## src/rtl/keypoint_radius_nms_filter_defines.svh

```systemverilog
// Assertion macros shared by the keypoint radius suppression filter.
`ifndef KEYPOINT_RADIUS_NMS_FILTER_DEFINES_SVH
`define KEYPOINT_RADIUS_NMS_FILTER_DEFINES_SVH

// The consequent must hold in the same cycle as the antecedent.
`define KRNF_ASSERT_HOLD(lbl, ante, cons, msg) \
  lbl: assert property (@(posedge clk_i) disable iff (!rst_ni) (ante) |-> (cons)) \
    else $error(msg);

// The consequent must hold in the cycle after the antecedent.
`define KRNF_ASSERT_NEXT(lbl, ante, cons, msg) \
  lbl: assert property (@(posedge clk_i) disable iff (!rst_ni) (ante) |=> (cons)) \
    else $error(msg);

`endif

```

## src/rtl/krnf_pkg.sv

```systemverilog
// Types, constants and helper functions of the keypoint radius suppression filter.
package krnf_pkg;

  localparam int unsigned COORD_W    = 16;
  localparam int unsigned STR_W      = 16;
  localparam int unsigned IDX_W      = 6;
  localparam int unsigned RADIUS_W   = 8;
  localparam int unsigned RSQ_W      = 2 * RADIUS_W;
  // Q12.4 scaling of the radius squared: (r * 16)^2 = r^2 << 8.
  localparam int unsigned LIMIT_SHIFT = 8;
  // Distances are saturated to 12 bits: anything beyond is outside every radius.
  localparam int unsigned DIST_W     = 12;
  localparam int unsigned SQ_W       = 2 * DIST_W;
  localparam int unsigned SUM_W      = SQ_W + 1;

  localparam logic [RADIUS_W-1:0] RADIUS_RESET = 8'd10;
  localparam logic [RSQ_W-1:0]    LIMIT_RESET  = RSQ_W'(10 * 10);

  // Controller states.
  typedef enum logic [1:0] {
    ST_LOAD,
    ST_CMP,
    ST_POP,
    ST_DONE
  } krnf_state_e;

  // One stored keypoint.
  typedef struct packed {
    logic [COORD_W-1:0] x;
    logic [COORD_W-1:0] y;
    logic [STR_W-1:0]   s;
    logic [IDX_W-1:0]   idx;
  } point_t;

  // Command broadcast from the controller to every cell.
  typedef struct packed {
    logic load;   // sorted insertion of the new point
    logic cmp;    // square the distances to the head point
    logic shift;  // pop the head, shift the chain towards the head
    logic kill;   // the popped head survives and suppresses its neighbourhood
  } cell_cmd_t;

  // Absolute difference, saturated to DIST_W bits.
  function automatic logic [DIST_W-1:0] sat_dist(input logic [COORD_W-1:0] a,
                                                input logic [COORD_W-1:0] b);
    logic [COORD_W-1:0] d;
    d = (a >= b) ? (a - b) : (b - a);
    return (d[COORD_W-1:DIST_W] != '0) ? '1 : d[DIST_W-1:0];
  endfunction

endpackage

```

## src/rtl/krnf_cell.sv

```systemverilog
// One cell of the sorted keypoint chain: storage, insertion compare and radius test.
module krnf_cell (
  input  logic                      clk_i,
  input  logic                      rst_ni,
  input  krnf_pkg::cell_cmd_t       cmd_i,
  input  krnf_pkg::point_t          new_i,
  input  logic [krnf_pkg::SQ_W-1:0] limit_i,
  input  logic [krnf_pkg::COORD_W-1:0] head_x_i,
  input  logic [krnf_pkg::COORD_W-1:0] head_y_i,
  // Left neighbour (towards the head).
  input  krnf_pkg::point_t          left_data_i,
  input  logic                      left_valid_i,
  input  logic                      left_ge_i,
  // Right neighbour (towards the tail).
  input  krnf_pkg::point_t          right_data_i,
  input  logic                      right_valid_i,
  input  logic                      right_keep_i,
  output krnf_pkg::point_t          data_o,
  output logic                      valid_o,
  output logic                      alive_o,
  output logic                      ge_o,
  output logic                      keep_o
);
  import krnf_pkg::*;

  point_t            data_q, data_d;
  logic              valid_q, valid_d;
  logic              alive_q, alive_d;
  logic [SQ_W-1:0]   dx2_q, dx2_d;
  logic [SQ_W-1:0]   dy2_q, dy2_d;
  logic [DIST_W-1:0] dx, dy;
  logic              in_radius;

  // The new point belongs at or before this cell when it is strictly stronger.
  assign ge_o = !valid_q || (new_i.s > data_q.s);

  // Radius test on the squares registered in the compare cycle.
  assign in_radius = (SUM_W'(dx2_q) + SUM_W'(dy2_q)) <= SUM_W'(limit_i);
  assign keep_o    = alive_q && !(cmd_i.kill && in_radius);

  assign data_o  = data_q;
  assign valid_o = valid_q;
  assign alive_o = alive_q;

  // Distance squares against the head point.
  always_comb begin
    dx    = sat_dist(data_q.x, head_x_i);
    dy    = sat_dist(data_q.y, head_y_i);
    dx2_d = dx2_q;
    dy2_d = dy2_q;
    if (cmd_i.cmp) begin
      dx2_d = SQ_W'(dx) * SQ_W'(dx);
      dy2_d = SQ_W'(dy) * SQ_W'(dy);
    end
  end

  // Insertion shifts towards the tail, popping shifts towards the head.
  always_comb begin
    data_d  = data_q;
    valid_d = valid_q;
    alive_d = alive_q;
    if (cmd_i.load && ge_o) begin
      if (left_ge_i) begin
        data_d  = left_data_i;
        valid_d = left_valid_i;
        alive_d = left_valid_i;
      end else begin
        data_d  = new_i;
        valid_d = 1'b1;
        alive_d = 1'b1;
      end
    end else if (cmd_i.shift) begin
      data_d  = right_data_i;
      valid_d = right_valid_i;
      alive_d = right_keep_i;
    end
  end

  always_ff @(posedge clk_i or negedge rst_ni) begin
    if (!rst_ni) begin
      valid_q <= 1'b0;
      alive_q <= 1'b0;
    end else begin
      valid_q <= valid_d;
      alive_q <= alive_d;
    end
  end

  always_ff @(posedge clk_i) begin
    data_q <= data_d;
    dx2_q  <= dx2_d;
    dy2_q  <= dy2_d;
  end

endmodule

```

## config.mk

```make
export PLATFORM = sky130hd
export DESIGN_NAME = krnf_cell
export DESIGN_NICKNAME = d
export VERILOG_FILES = /design/src/rtl/keypoint_radius_nms_filter_defines.svh /design/src/rtl/krnf_pkg.sv /design/src/rtl/krnf_cell.sv
export SDC_FILE = /design/constraint.sdc
export NUM_CORES = 1
export LEC_CHECK = 0
export ABC_CLOCK_PERIOD_IN_PS = 9010
export BUFFER_PORTS_ARGS = -buffer_cell sky130_fd_sc_hd__buf_2
export CAP_MARGIN = 20
export CORE_MARGIN = 4
export CORE_UTILIZATION = 55
export DETAILED_ROUTE_END_ITERATION = 12
export PLACE_DENSITY = 0.79
export RECOVER_POWER = 25
export SLEW_MARGIN = 40
export SYNTH_ARGS = -nofsm -noshare
export SYNTH_HDL_FRONTEND = slang
export SYNTH_SLANG_ARGS = --single-unit
export TNS_END_PERCENT = 50
```

## constraint.sdc

```tcl
create_clock -name clk_i -period 9.01 [get_ports clk_i]
set_clock_uncertainty 0.15 [all_clocks]
set_input_delay 1.3515 -clock clk_i [delete_from_list [all_inputs] [get_ports clk_i]]
set_output_delay 1.3515 -clock clk_i [all_outputs]
set_load 0.02 [all_outputs]
```

==> flow_summary.rst <==
.. list-table::
   :header-rows: 1

   * - Metric
     - Value
   * - CP most frequent cell
     - sky130_fd_sc_hd__fa_1
   * - Global route overflow
     - 0
   * - Clock buffer count from CTS
     - 9
   * - Vias per cell
     - 5.61
   * - Number of placement rows
     - 65
   * - Setup total negative slack
     - 0 ns
   * - Synthesized Nets
     - 2651
   * - Post-detail-place hpwl
     - 46000 um
   * - Maximum clock rate
     - 0.114 GHz
   * - Floorplan Core Area
     - 0.0316 mm^2
   * - Synth Warn #
     - 0
   * - Fraction of the yosys area taken by sequential cells
     - 17.3%
   * - Tightest Pin Transition
     - 2.51 ns
   * - Hold crit path type
     - flop to flop
   * - Clock slew seen by the registers of the worst setup and hold paths
     - 0.07 ns
   * - Total die area
     - 0.0351 mm^2
   * - Number of search-and-repair iterations in the first detailed-routing pass
     - 6
   * - I/O pin total
     - 286
   * - Number of clock sinks seen by CTS
     - 102
   * - Global-route wire length before repair
     - 86100 um
   * - Outcome
     - finished, violations left
   * - WP data arrival
     - 8.75 ns
   * - Largest incremental delay on the critical path
     - 0.56 ns
   * - Post-synthesis async set-or-reset flop share
     - 1.96%
   * - Reg2Reg Launch Point
     - data_o[38]
   * - GR Util All Layers
     - 30.3%
   * - Master of the slowest instance on the critical path
     - sky130_fd_sc_hd__fa_1
   * - Setup violators final
     - 0
   * - Setup slack on the worst flop-to-flop path
     - 0.83 ns
   * - Endpoint, Worst Hold
     - valid_o
   * - WL per Instance
     - 18.6 um
   * - Flip-flop and latch count after synthesis
     - 102
   * - Max capacitance violation total
     - 1
   * - Post-DRT Antenna Nets
     - 0
   * - Multi-input gate area
     - 0.0132 mm^2
   * - Crit-path max FO
     - 8
   * - Largest net degree at the start of global routing
     - 57
   * - Worst relative slew slack
     - -67.1%
   * - Main flop type after synthesis
     - sky130_fd_sc_hd__edfxtp_1
   * - Die X-Extent
     - 187 um
   * - Area added between synthesis and finish
     - 23.8%
   * - Clock root buffer
     - sky130_fd_sc_hd__clkbuf_16
   * - Synth top area cells
     - sky130_fd_sc_hd__fa_1 18%, sky130_fd_sc_hd__edfxtp_1 17%, sky130_fd_sc_hd__ha_1 17%
   * - Critical path launch point type
     - primary input
   * - Critical register-to-register path endpoint
     - dx2_q[23]
   * - Fin util
     - 69.1%
   * - Sort of element at the end of the critical path
     - flop
   * - Vias in the first global route
     - 17.1k
   * - Required time at the endpoint of the critical path
     - 8.98 ns
   * - Setup repair after global routing missed its margin
     - true
   * - Number of different library cells in the post-synthesis netlist
     - 83
   * - Hold buffer count at CTS
     - 0
   * - Effective utilization at floorplan
     - 55.9%
   * - Failing checks
     - max-capacitance violations, max-slew violations
   * - Number of synthesized flops with an enable pin
     - 100
   * - Count of pins over their slew limit
     - 47
   * - Portion of the clock cycle consumed by the worst path in the final layout
     - 97.5%
   * - Worst setup path class
     - primary input to flop
   * - Tmin final
     - 8.78 ns
   * - Fraction of layout instances using a drive strength above 1
     - 25.3%
   * - Dominant cell type by area after synthesis
     - sky130_fd_sc_hd__fa_1
   * - Starting DRT DRC Count
     - 1014
   * - Clock insertion delay at the later pin of the skew report
     - 0.38 ns
   * - Mapped Area
     - 0.0177 mm^2
   * - Area share of the leading cell type in the synthesized netlist
     - 18.2%
   * - Via count
     - 16.6k
   * - Gp weighted congestion
     - 0.984
   * - Area used by sequential logic in the layout
     - 0.00305 mm^2
   * - Initial antenna violation count
     - 19
   * - Mean instance size in the synthesized netlist
     - 8.72 um^2
   * - CTS HTree Levels
     - 3
   * - Count of port buffers added during placement
     - 285
   * - Hold wc startpoint
     - valid_o
   * - Wire length reported by the detailed router
     - 54700 um
   * - DR DRC count
     - 0
   * - Hold depth
     - 2
   * - Fill cell total of the finished layout
     - 2497
   * - Number of cells on the worst reg-to-reg path
     - 33
   * - NumNets Final
     - 3146
   * - TritonCTS clock tree
     - done
   * - Chip Height
     - 187 um
   * - CTS max path bufs
     - 2
   * - Hold Violations, Final
     - 0
   * - Gate count after technology mapping
     - 2026
## worst max-delay path, delay by kind of cell
family / cells / cell delay, ns
buf+inv: 7 / 0.75
compound gates: 6 / 1.15
simple gates: 9 / 1.37
xor+xnor: 2 / 0.47
fa+ha+maj: 8 / 3.41
mux: 1 / 0.20
## cell families after synthesis
logic type	Yosys count	synth area share [%]
AO/OA/AOI/OAI	383	15.0
XOR/XNOR	88	4.48
adder cells (fa/ha/maj)	397	34.9
buffers and inverters	433	9.56
flip-flops	102	17.3
multiplexers	77	4.42
AND/OR/NAND/NOR	546	14.3
## registers in the layout, summed over array words and instances (netlist names)
register / flops
dx2_q: 23
data_o: 54
alive_o: 1
valid_o: 1
dy2_q: 23
## worst max path at each step
| stage | startpoint | to | slack [ns] | cells after the start |
|---|---|---|---|---|
| after floorplan | head_y_i[0] | dy2_q[23] | 0.002 | 31 |
| after global placement | head_x_i[0] | dx2_q[23] | -0.17 | 33 |
| after detailed placement | head_x_i[0] | dx2_q[23] | -0.42 | 34 |
| after CTS | head_x_i[0] | dx2_q[23] | 0.04 | 34 |
| after global routing | head_x_i[0] | dx2_q[23] | -0.13 | 33 |
| final | head_x_i[0] | dx2_q[23] | 0.23 | 33 |
## final cells by class
type / count / share of cell area, %
Multi-Input combinational cell: 1492 / 60.4
Timing Repair Buffer: 548 / 15.7
Sequential cell: 102 / 14.0
Inverter: 368 / 6.33
Tap cell: 402 / 2.30
Clock buffer: 10 / 1.05
Antenna cell: 22 / 0.252
Clock inverter: 4 / 0.114
## placed cells by master (no fill, tap or decap), types with 27 or more instances in the layout
cell | synthesis | routed
sky130_fd_sc_hd__inv_1 | 359 | 357
sky130_fd_sc_hd__buf_2 | 16 | 265
sky130_fd_sc_hd__buf_4 | 9 | 257
sky130_fd_sc_hd__nor2_1 | 254 | 252
sky130_fd_sc_hd__ha_1 | 236 | 230
sky130_fd_sc_hd__fa_1 | 161 | 159
sky130_fd_sc_hd__nand2_1 | 115 | 109
sky130_fd_sc_hd__edfxtp_1 | 100 | 100
sky130_fd_sc_hd__a21oi_1 | 98 | 94
sky130_fd_sc_hd__mux2i_1 | 71 | 71
sky130_fd_sc_hd__xnor2_1 | 60 | 59
sky130_fd_sc_hd__a221oi_1 | 55 | 54
sky130_fd_sc_hd__o21ai_0 | 52 | 43
sky130_fd_sc_hd__o21a_1 | 30 | 30
sky130_fd_sc_hd__nor2b_1 | 29 | 29
sky130_fd_sc_hd__a21o_1 | 27 | 27
## layer usage
metal	GRT usage [%]	share of wire [%]	vias to the layer above
met5	0	0.024	-
met4	14.4	5.1	2
met3	6.05	6.6	154
met2	54.0	51	661
met1	34.7	38	7911
li1	-	-	7823
## metrics by stage
stage,worst slack (ns),hold WS [ns],std cells,area (um^2)
2_1_floorplan,0.00199,0.539,2026,17700
3_3_place_gp,-0.168,0.545,2905,21300
3_5_place_dp,-0.420,0.580,2905,21300
4_1_cts,0.0445,0.577,2919,21500
5_1_grt,-0.127,0.604,2946,21900
6_report,0.227,0.594,2948,21900
## cell usage after synthesis (all sizes together), types with 26 or more instances
library cell	count
edfxtp	100
xor2	26
clkbuf	38
o21ai	55
fa	161
buf	27
a221oi	57
ha	236
nand2	118
nor2b	29
mux2i	71
a21o	27
nor3	27
o21a	30
a21oi	100
xnor2	61
nor2	259
inv	365
## repair_timing
item                                    CTS  global route
endpoints found under the setup margin    1            11
gates cloned                              0             1
gates resized for setup                   1            65
buffers inserted                          0             6
pin swaps                                 0            24
Power is not shown: default switching activity piles up to over one toggle a cycle in this logic, so the estimate is an artifact.
