[src/rtl/keypoint_radius_nms_filter_defines.svh]
// Assertion macros shared by the keypoint radius suppression filter.
`ifndef KEYPOINT_RADIUS_NMS_FILTER_DEFINES_SVH
`define KEYPOINT_RADIUS_NMS_FILTER_DEFINES_SVH

// The consequent must hold in the same cycle as the antecedent.
`define KRNF_ASSERT_HOLD(lbl, ante, cons, msg) \
  lbl: assert property (@(posedge clk_i) disable iff (!rst_ni) (ante) |-> (cons)) \
    else $error(msg);

// The consequent must hold in the cycle after the antecedent.
`define KRNF_ASSERT_NEXT(lbl, ante, cons, msg) \
  lbl: assert property (@(posedge clk_i) disable iff (!rst_ni) (ante) |=> (cons)) \
    else $error(msg);

`endif

[src/rtl/krnf_pkg.sv]
// Types, constants and helper functions of the keypoint radius suppression filter.
package krnf_pkg;

  localparam int unsigned COORD_W    = 16;
  localparam int unsigned STR_W      = 16;
  localparam int unsigned IDX_W      = 6;
  localparam int unsigned RADIUS_W   = 8;
  localparam int unsigned RSQ_W      = 2 * RADIUS_W;
  // Q12.4 scaling of the radius squared: (r * 16)^2 = r^2 << 8.
  localparam int unsigned LIMIT_SHIFT = 8;
  // Distances are saturated to 12 bits: anything beyond is outside every radius.
  localparam int unsigned DIST_W     = 12;
  localparam int unsigned SQ_W       = 2 * DIST_W;
  localparam int unsigned SUM_W      = SQ_W + 1;

  localparam logic [RADIUS_W-1:0] RADIUS_RESET = 8'd10;
  localparam logic [RSQ_W-1:0]    LIMIT_RESET  = RSQ_W'(10 * 10);

  // Controller states.
  typedef enum logic [1:0] {
    ST_LOAD,
    ST_CMP,
    ST_POP,
    ST_DONE
  } krnf_state_e;

  // One stored keypoint.
  typedef struct packed {
    logic [COORD_W-1:0] x;
    logic [COORD_W-1:0] y;
    logic [STR_W-1:0]   s;
    logic [IDX_W-1:0]   idx;
  } point_t;

  // Command broadcast from the controller to every cell.
  typedef struct packed {
    logic load;   // sorted insertion of the new point
    logic cmp;    // square the distances to the head point
    logic shift;  // pop the head, shift the chain towards the head
    logic kill;   // the popped head survives and suppresses its neighbourhood
  } cell_cmd_t;

  // Absolute difference, saturated to DIST_W bits.
  function automatic logic [DIST_W-1:0] sat_dist(input logic [COORD_W-1:0] a,
                                                input logic [COORD_W-1:0] b);
    logic [COORD_W-1:0] d;
    d = (a >= b) ? (a - b) : (b - a);
    return (d[COORD_W-1:DIST_W] != '0) ? '1 : d[DIST_W-1:0];
  endfunction

endpackage

[src/rtl/krnf_ctrl.sv]
// Controller: load counting, selection sequencing, result formation and radius register.
module krnf_ctrl #(
  parameter int unsigned MAX_POINTS = 64
) (
  input  logic                          clk_i,
  input  logic                          rst_ni,
  input  logic                          start,
  output logic                          busy,
  input  logic                          masked_i,
  input  logic                          final_point_i,
  input  logic                          suppress_radius_we_i,
  input  logic [krnf_pkg::RADIUS_W-1:0] suppress_radius_i,
  input  logic                          head_alive_i,
  input  logic [krnf_pkg::IDX_W-1:0]    head_idx_i,
  output krnf_pkg::cell_cmd_t           cmd_o,
  output logic [krnf_pkg::IDX_W-1:0]    new_idx_o,
  output logic [krnf_pkg::SQ_W-1:0]     limit_o,
  output logic                          result_valid_o,
  output logic [krnf_pkg::IDX_W-1:0]    point_index_o,
  output logic                          none_kept_o,
  output logic                          end_of_list_o
);
  import krnf_pkg::*;

  localparam int unsigned CNT_W = $clog2(MAX_POINTS + 1);

  krnf_state_e      state_q, state_d;
  logic [CNT_W-1:0] load_cnt_q, load_cnt_d;
  logic [CNT_W-1:0] fill_q, fill_d;
  logic [IDX_W-1:0] pend_idx_q, pend_idx_d;
  logic             pend_vld_q, pend_vld_d;
  logic [RSQ_W-1:0] limit_q, limit_d;
  logic             res_vld_q, res_vld_d;
  logic [IDX_W-1:0] res_idx_q, res_idx_d;
  logic             res_none_q, res_none_d;
  logic             res_last_q, res_last_d;
  logic             accept;
  logic             room;

  assign accept    = start && (state_q == ST_LOAD);
  assign room      = load_cnt_q < CNT_W'(MAX_POINTS);
  assign new_idx_o = IDX_W'(load_cnt_q);
  assign limit_o   = {limit_q, LIMIT_SHIFT'(0)};

  // Next state.
  always_comb begin
    state_d = state_q;
    case (state_q)
      ST_LOAD: if (accept && final_point_i) state_d = ST_CMP;
      ST_CMP:  state_d = (fill_q == '0) ? ST_DONE : ST_POP;
      ST_POP:  state_d = ST_CMP;
      ST_DONE: state_d = ST_LOAD;
      default: state_d = ST_LOAD;
    endcase
  end

  // Handshake and cell commands.
  always_comb begin
    busy  = 1'b1;
    cmd_o = '0;
    case (state_q)
      ST_LOAD: begin
        busy       = 1'b0;
        cmd_o.load = start && room && !masked_i;
      end
      ST_CMP:  cmd_o.cmp = (fill_q != '0);
      ST_POP: begin
        cmd_o.shift = 1'b1;
        cmd_o.kill  = head_alive_i;
      end
      ST_DONE: busy = 1'b1;
      default: busy = 1'b1;
    endcase
  end

  // Counters, pending survivor and result formation.
  always_comb begin
    load_cnt_d = load_cnt_q;
    fill_d     = fill_q;
    pend_idx_d = pend_idx_q;
    pend_vld_d = pend_vld_q;
    res_vld_d  = 1'b0;
    res_idx_d  = res_idx_q;
    res_none_d = res_none_q;
    res_last_d = res_last_q;
    limit_d    = limit_q;

    if (accept && room) load_cnt_d = load_cnt_q + 1'b1;
    if (cmd_o.load) fill_d = fill_q + 1'b1;
    if (cmd_o.shift) fill_d = fill_q - 1'b1;

    // A survivor is held back one step so the last one can carry the end mark.
    if (state_q == ST_POP && head_alive_i) begin
      pend_idx_d = head_idx_i;
      pend_vld_d = 1'b1;
      if (pend_vld_q) begin
        res_vld_d  = 1'b1;
        res_idx_d  = pend_idx_q;
        res_none_d = 1'b0;
        res_last_d = 1'b0;
      end
    end

    if (state_q == ST_DONE) begin
      load_cnt_d = '0;
      pend_vld_d = 1'b0;
      res_vld_d  = 1'b1;
      res_idx_d  = pend_vld_q ? pend_idx_q : '0;
      res_none_d = !pend_vld_q;
      res_last_d = 1'b1;
    end

    if (suppress_radius_we_i) begin
      limit_d = RSQ_W'(suppress_radius_i) * RSQ_W'(suppress_radius_i);
    end
  end

  always_ff @(posedge clk_i or negedge rst_ni) begin
    if (!rst_ni) begin
      state_q    <= ST_LOAD;
      load_cnt_q <= '0;
      fill_q     <= '0;
      pend_vld_q <= 1'b0;
      res_vld_q  <= 1'b0;
      limit_q    <= LIMIT_RESET;
    end else begin
      state_q    <= state_d;
      load_cnt_q <= load_cnt_d;
      fill_q     <= fill_d;
      pend_vld_q <= pend_vld_d;
      res_vld_q  <= res_vld_d;
      limit_q    <= limit_d;
    end
  end

  always_ff @(posedge clk_i) begin
    pend_idx_q <= pend_idx_d;
    res_idx_q  <= res_idx_d;
    res_none_q <= res_none_d;
    res_last_q <= res_last_d;
  end

  assign result_valid_o = res_vld_q;
  assign point_index_o  = res_idx_q;
  assign none_kept_o    = res_none_q;
  assign end_of_list_o  = res_last_q;

endmodule

[config.mk]
export PLATFORM = sky130hd
export DESIGN_NAME = krnf_ctrl
export DESIGN_NICKNAME = d
export VERILOG_FILES = /design/src/rtl/keypoint_radius_nms_filter_defines.svh /design/src/rtl/krnf_pkg.sv /design/src/rtl/krnf_ctrl.sv
export SDC_FILE = /design/constraint.sdc
export NUM_CORES = 1
export LEC_CHECK = 0
export ABC_CLOCK_PERIOD_IN_PS = 3400
export BUFFER_PORTS_ARGS = -buffer_cell sky130_fd_sc_hd__buf_2
export CAP_MARGIN = 20
export CORE_MARGIN = 2
export CORE_UTILIZATION = 58
export CTS_BUF_LIST = sky130_fd_sc_hd__clkbuf_4 sky130_fd_sc_hd__clkbuf_8
export CTS_CLUSTER_SIZE = 28
export DETAILED_ROUTE_END_ITERATION = 7
export PLACE_DENSITY = 0.83
export SYNTH_ARGS = -nofsm -noshare
export SYNTH_HDL_FRONTEND = slang
export SYNTH_SLANG_ARGS = --single-unit
[constraint.sdc]
create_clock -name clk_i -period 3.4 [get_ports clk_i]
set_clock_uncertainty 0.15 [all_clocks]
set_input_delay 0.34 -clock clk_i [delete_from_list [all_inputs] [get_ports clk_i]]
set_output_delay 0.34 -clock clk_i [all_outputs]
set_load 0.02 [all_outputs]
==> qor.txt <==
PD cells -> 744 nW/um^2
#FFs+latches synth -> 47
setup violators final -> 9
peak supply drop -> 0.000490 V
post-layout util -> 73.5%
clock buffer count from CTS -> 5
Layout Cells excl Fill -> 534
layout cells sized above 1 -> 33.9%
layout net count -> 539
largest net degree at the start of global routing -> 34
I/O pins -> 65
Die H -> 85.0 um
top cells by area, synth -> dfrtp_1 20%, fa_1 14%, ha_1 12%
Worst setup SP type -> primary input
Worst Hold Slack -> 0.0610 ns
CTS tree -> done
Max Transition Viols Final -> 0
FP Rows -> 29
Buf+Inv Stages, Crit Path -> 3
Rel. slew slack -> 49.0%
Synth cell types -> 55
top cell type's share of synthesized area -> 19.7%
Worst setup EP type -> flop
Worst Hold Class -> in -> reg
initial DRC count -> 119
final hold viol count -> 0
DR WL/cell -> 14.7 um
clk root buf -> clkbuf_8
Period minus WS final -> 3.81 ns
CP required -> 3.44 ns
Routed Wire Length -> 7830 um
first-pass GRT wire length -> 13100 um
synthesis warning total -> 0
PortBufs -> 55
clock transition at the registers of the reported paths -> 0.09 ns
DPL Wire Length -> 6120 um
critical path, cell by cell -> buf_6 > and2_4 > fa_1 > fa_1 > inv_1 > fa_1 > fa_1 > inv_2 > ha_4 > a21oi_2 > o21ai_2 > a31o_4 > xor2_1 > mux2_4
LEAKAGE -> 0.00236 uW
Via density -> 5.38
area of the mapped netlist -> 3800 sq um
number of antenna-violating nets in the routed design -> 0
Syn Inst Count -> 371
Async S/R FF share, synth -> 70.2%
sequential area share after synthesis -> 32.6%
starting density of the core -> 59.9%
Sink Count -> 47
Post-Route Setup TNS -> -2.62 ns
Setup CP Type -> in -> reg
max-cap violation count -> 0
# H-tree levels -> 2
core area -> 6350 sq um
filler instances -> 427
Global Route Usage Sum -> 22.2%
Die X -> 85.0 um
syn avg cell area -> 10.2 sq um
slowest CP cell -> fa_1
vias in the first global route -> 2987
Main synth FF type -> dfrtp_1
Overflow after GRT -> 0
drt first pass iters -> 4
via count -> 2872
crit path DAT -> 3.85 ns
Setup WS post-layout -> -0.411 ns
CTS max path bufs -> 2
Slew @ Worst Pin -> 0.763 ns
Worst path most repeated cell -> fa_1
slowest stage delay, CP -> 0.54 ns
Post-synth EDFFs -> 13
DR DRC count -> 0
RD Place Congestion -> 0.840
fmax -> 0.262 GHz
Yosys top cell by area -> dfrtp_1
failing checks -> setup timing
initial antenna violation count -> 0
cell family with most CP delay -> adder cells
Clk Latency, worst-skew pair -> 0.30 ns
status -> complete, but fails checks
die area -> 7220 sq um
Area growth, synth to finish -> 22.7%
RSZ-0062 raised after global routing -> yes
period utilization -> 112%
crit-path max FO -> 4
Inst Count DP -> 522
ant diodes -> 0
==> path summary, 6_finish.rpt <==
check,slack [ns],endpoint,cells after the start,start
worst max-delay path,-0.41,limit_q[11],14,suppress_radius_i[2]
worst min-delay path,0.06,pend_idx_q[1],1,head_idx_i[1]
worst max register to register,0.64,fill_q[6],8,state_q[1]
worst min register to register,0.30,end_of_list_o,2,end_of_list_o
max in group asynchronous,2.14,fill_q[4],2,rst_ni
min in group asynchronous,0.49,load_cnt_q[3],2,rst_ni
==> flip-flops by register name, summed over array words and instances, names as in the netlist <==
name            cells
fill_q              7
state_q             2
point_index_o       6
load_cnt_q          7
pend_idx_q          6
result_valid_o      1
none_kept_o         1
limit_q            15
pend_vld_q          1
end_of_list_o       1
==> per-layer routing <==
| layer | vias up | GRT usage [%] | wire length (um) |
|---|---|---|---|
| met2 | 69 | 39.5 | 4130 |
| met4 | 0 | 4.91 | 106 |
| met1 | 1412 | 29.0 | 3310 |
| met5 | - | 0 | 0 |
| li1 | 1382 | - | - |
| met3 | 9 | 2.82 | 284 |
==> cell usage in the layout, fill, tap and decap left out, types with 2 or more instances in the layout <==
| master | count |
|---|---|
| and2_1 | 23 |
| mux2i_1 | 3 |
| nand2_2 | 6 |
| ha_4 | 7 |
| and4_1 | 2 |
| nand2_1 | 20 |
| nand3_1 | 4 |
| xor2_1 | 9 |
| nor2_1 | 13 |
| a211oi_2 | 2 |
| fa_2 | 2 |
| a21o_1 | 9 |
| ha_1 | 29 |
| a211oi_1 | 2 |
| inv_2 | 7 |
| fa_1 | 24 |
| dfstp_2 | 3 |
| mux2_4 | 3 |
| buf_4 | 35 |
| nor2b_1 | 5 |
| dfrtp_1 | 30 |
| conb_1 | 9 |
| a21oi_1 | 12 |
| buf_2 | 49 |
| xnor2_1 | 13 |
| o211ai_1 | 2 |
| o21ai_0 | 8 |
| mux2_2 | 7 |
| o21bai_1 | 2 |
| a21oi_2 | 3 |
| and3_1 | 4 |
| inv_1 | 42 |
| nand4_1 | 4 |
| edfxtp_1 | 13 |
| clkbuf_8 | 6 |
| and2_4 | 5 |
| buf_6 | 7 |
| nand2b_1 | 2 |
==> Yosys cell counts, types with 6 or more instances <==
master	number
xor2_1	10
ha_1	36
o21ai_0	8
xnor2_1	13
edfxtp_1	13
fa_1	26
dfrtp_1	30
nor2_1	13
and2_1	28
inv_1	49
buf_4	15
mux2_2	8
nand2_1	27
clkbuf_1	6
a21oi_1	16
a21o_1	9
==> power breakdown <==
| part | internal [uW] | switching, uW |
|---|---|---|
| combinational | 1000 | 1160 |
| sequential | 800 | 155 |
| clock | 166 | 187 |
| total | 1970 | 1500 |
==> timing repair <==
action | 4_1_cts | 5_1_grt
setup endpoints to repair | 9 | 10
resized for setup | 27 | 13
pin swaps | 22 | 13
endpoints found under the hold margin | 30 | 0
setup buffers | 3 | 0
hold buffers | 1 | 0
==> logic make-up after synthesis <==
logic type / count (synthesis) / synth area share, %
buffers and inverters: 72 / 8.79
AOI/OAI and AO/OA: 55 / 9.74
and+or+nand+nor: 98 / 14.1
adders and majority gates: 62 / 25.5
muxes: 13 / 3.85
DFF: 47 / 32.6
other: 1 / 0.0986
xor gates and xnor gates: 23 / 5.30
==> through the flow <==
step / total power, uW / area [sq um] / worst slack, ns
6_report: 3470 / 4670 / -0.411
5_1_grt: 3720 / 4670 / -0.501
4_1_cts: 3420 / 4620 / -0.406
3_5_place_dp: 2950 / 4400 / -0.877
3_3_place_gp: 2840 / 4400 / -0.732
2_1_floorplan: 2410 / 3950 / -0.596
==> cell type report <==
cell class              instances  area [sq um]  area share, %
clock buffers                   6          82.6           1.77
clock inverters                 2          13.8          0.295
inverters                      49           184           3.94
multi-input cells             260          2450           52.4
flip-flops and latches         47          1240           26.6
well taps                      77          96.3           2.06
repair buffers                 93           604           12.9
Note: power is estimated with default switching activity, not from simulation.
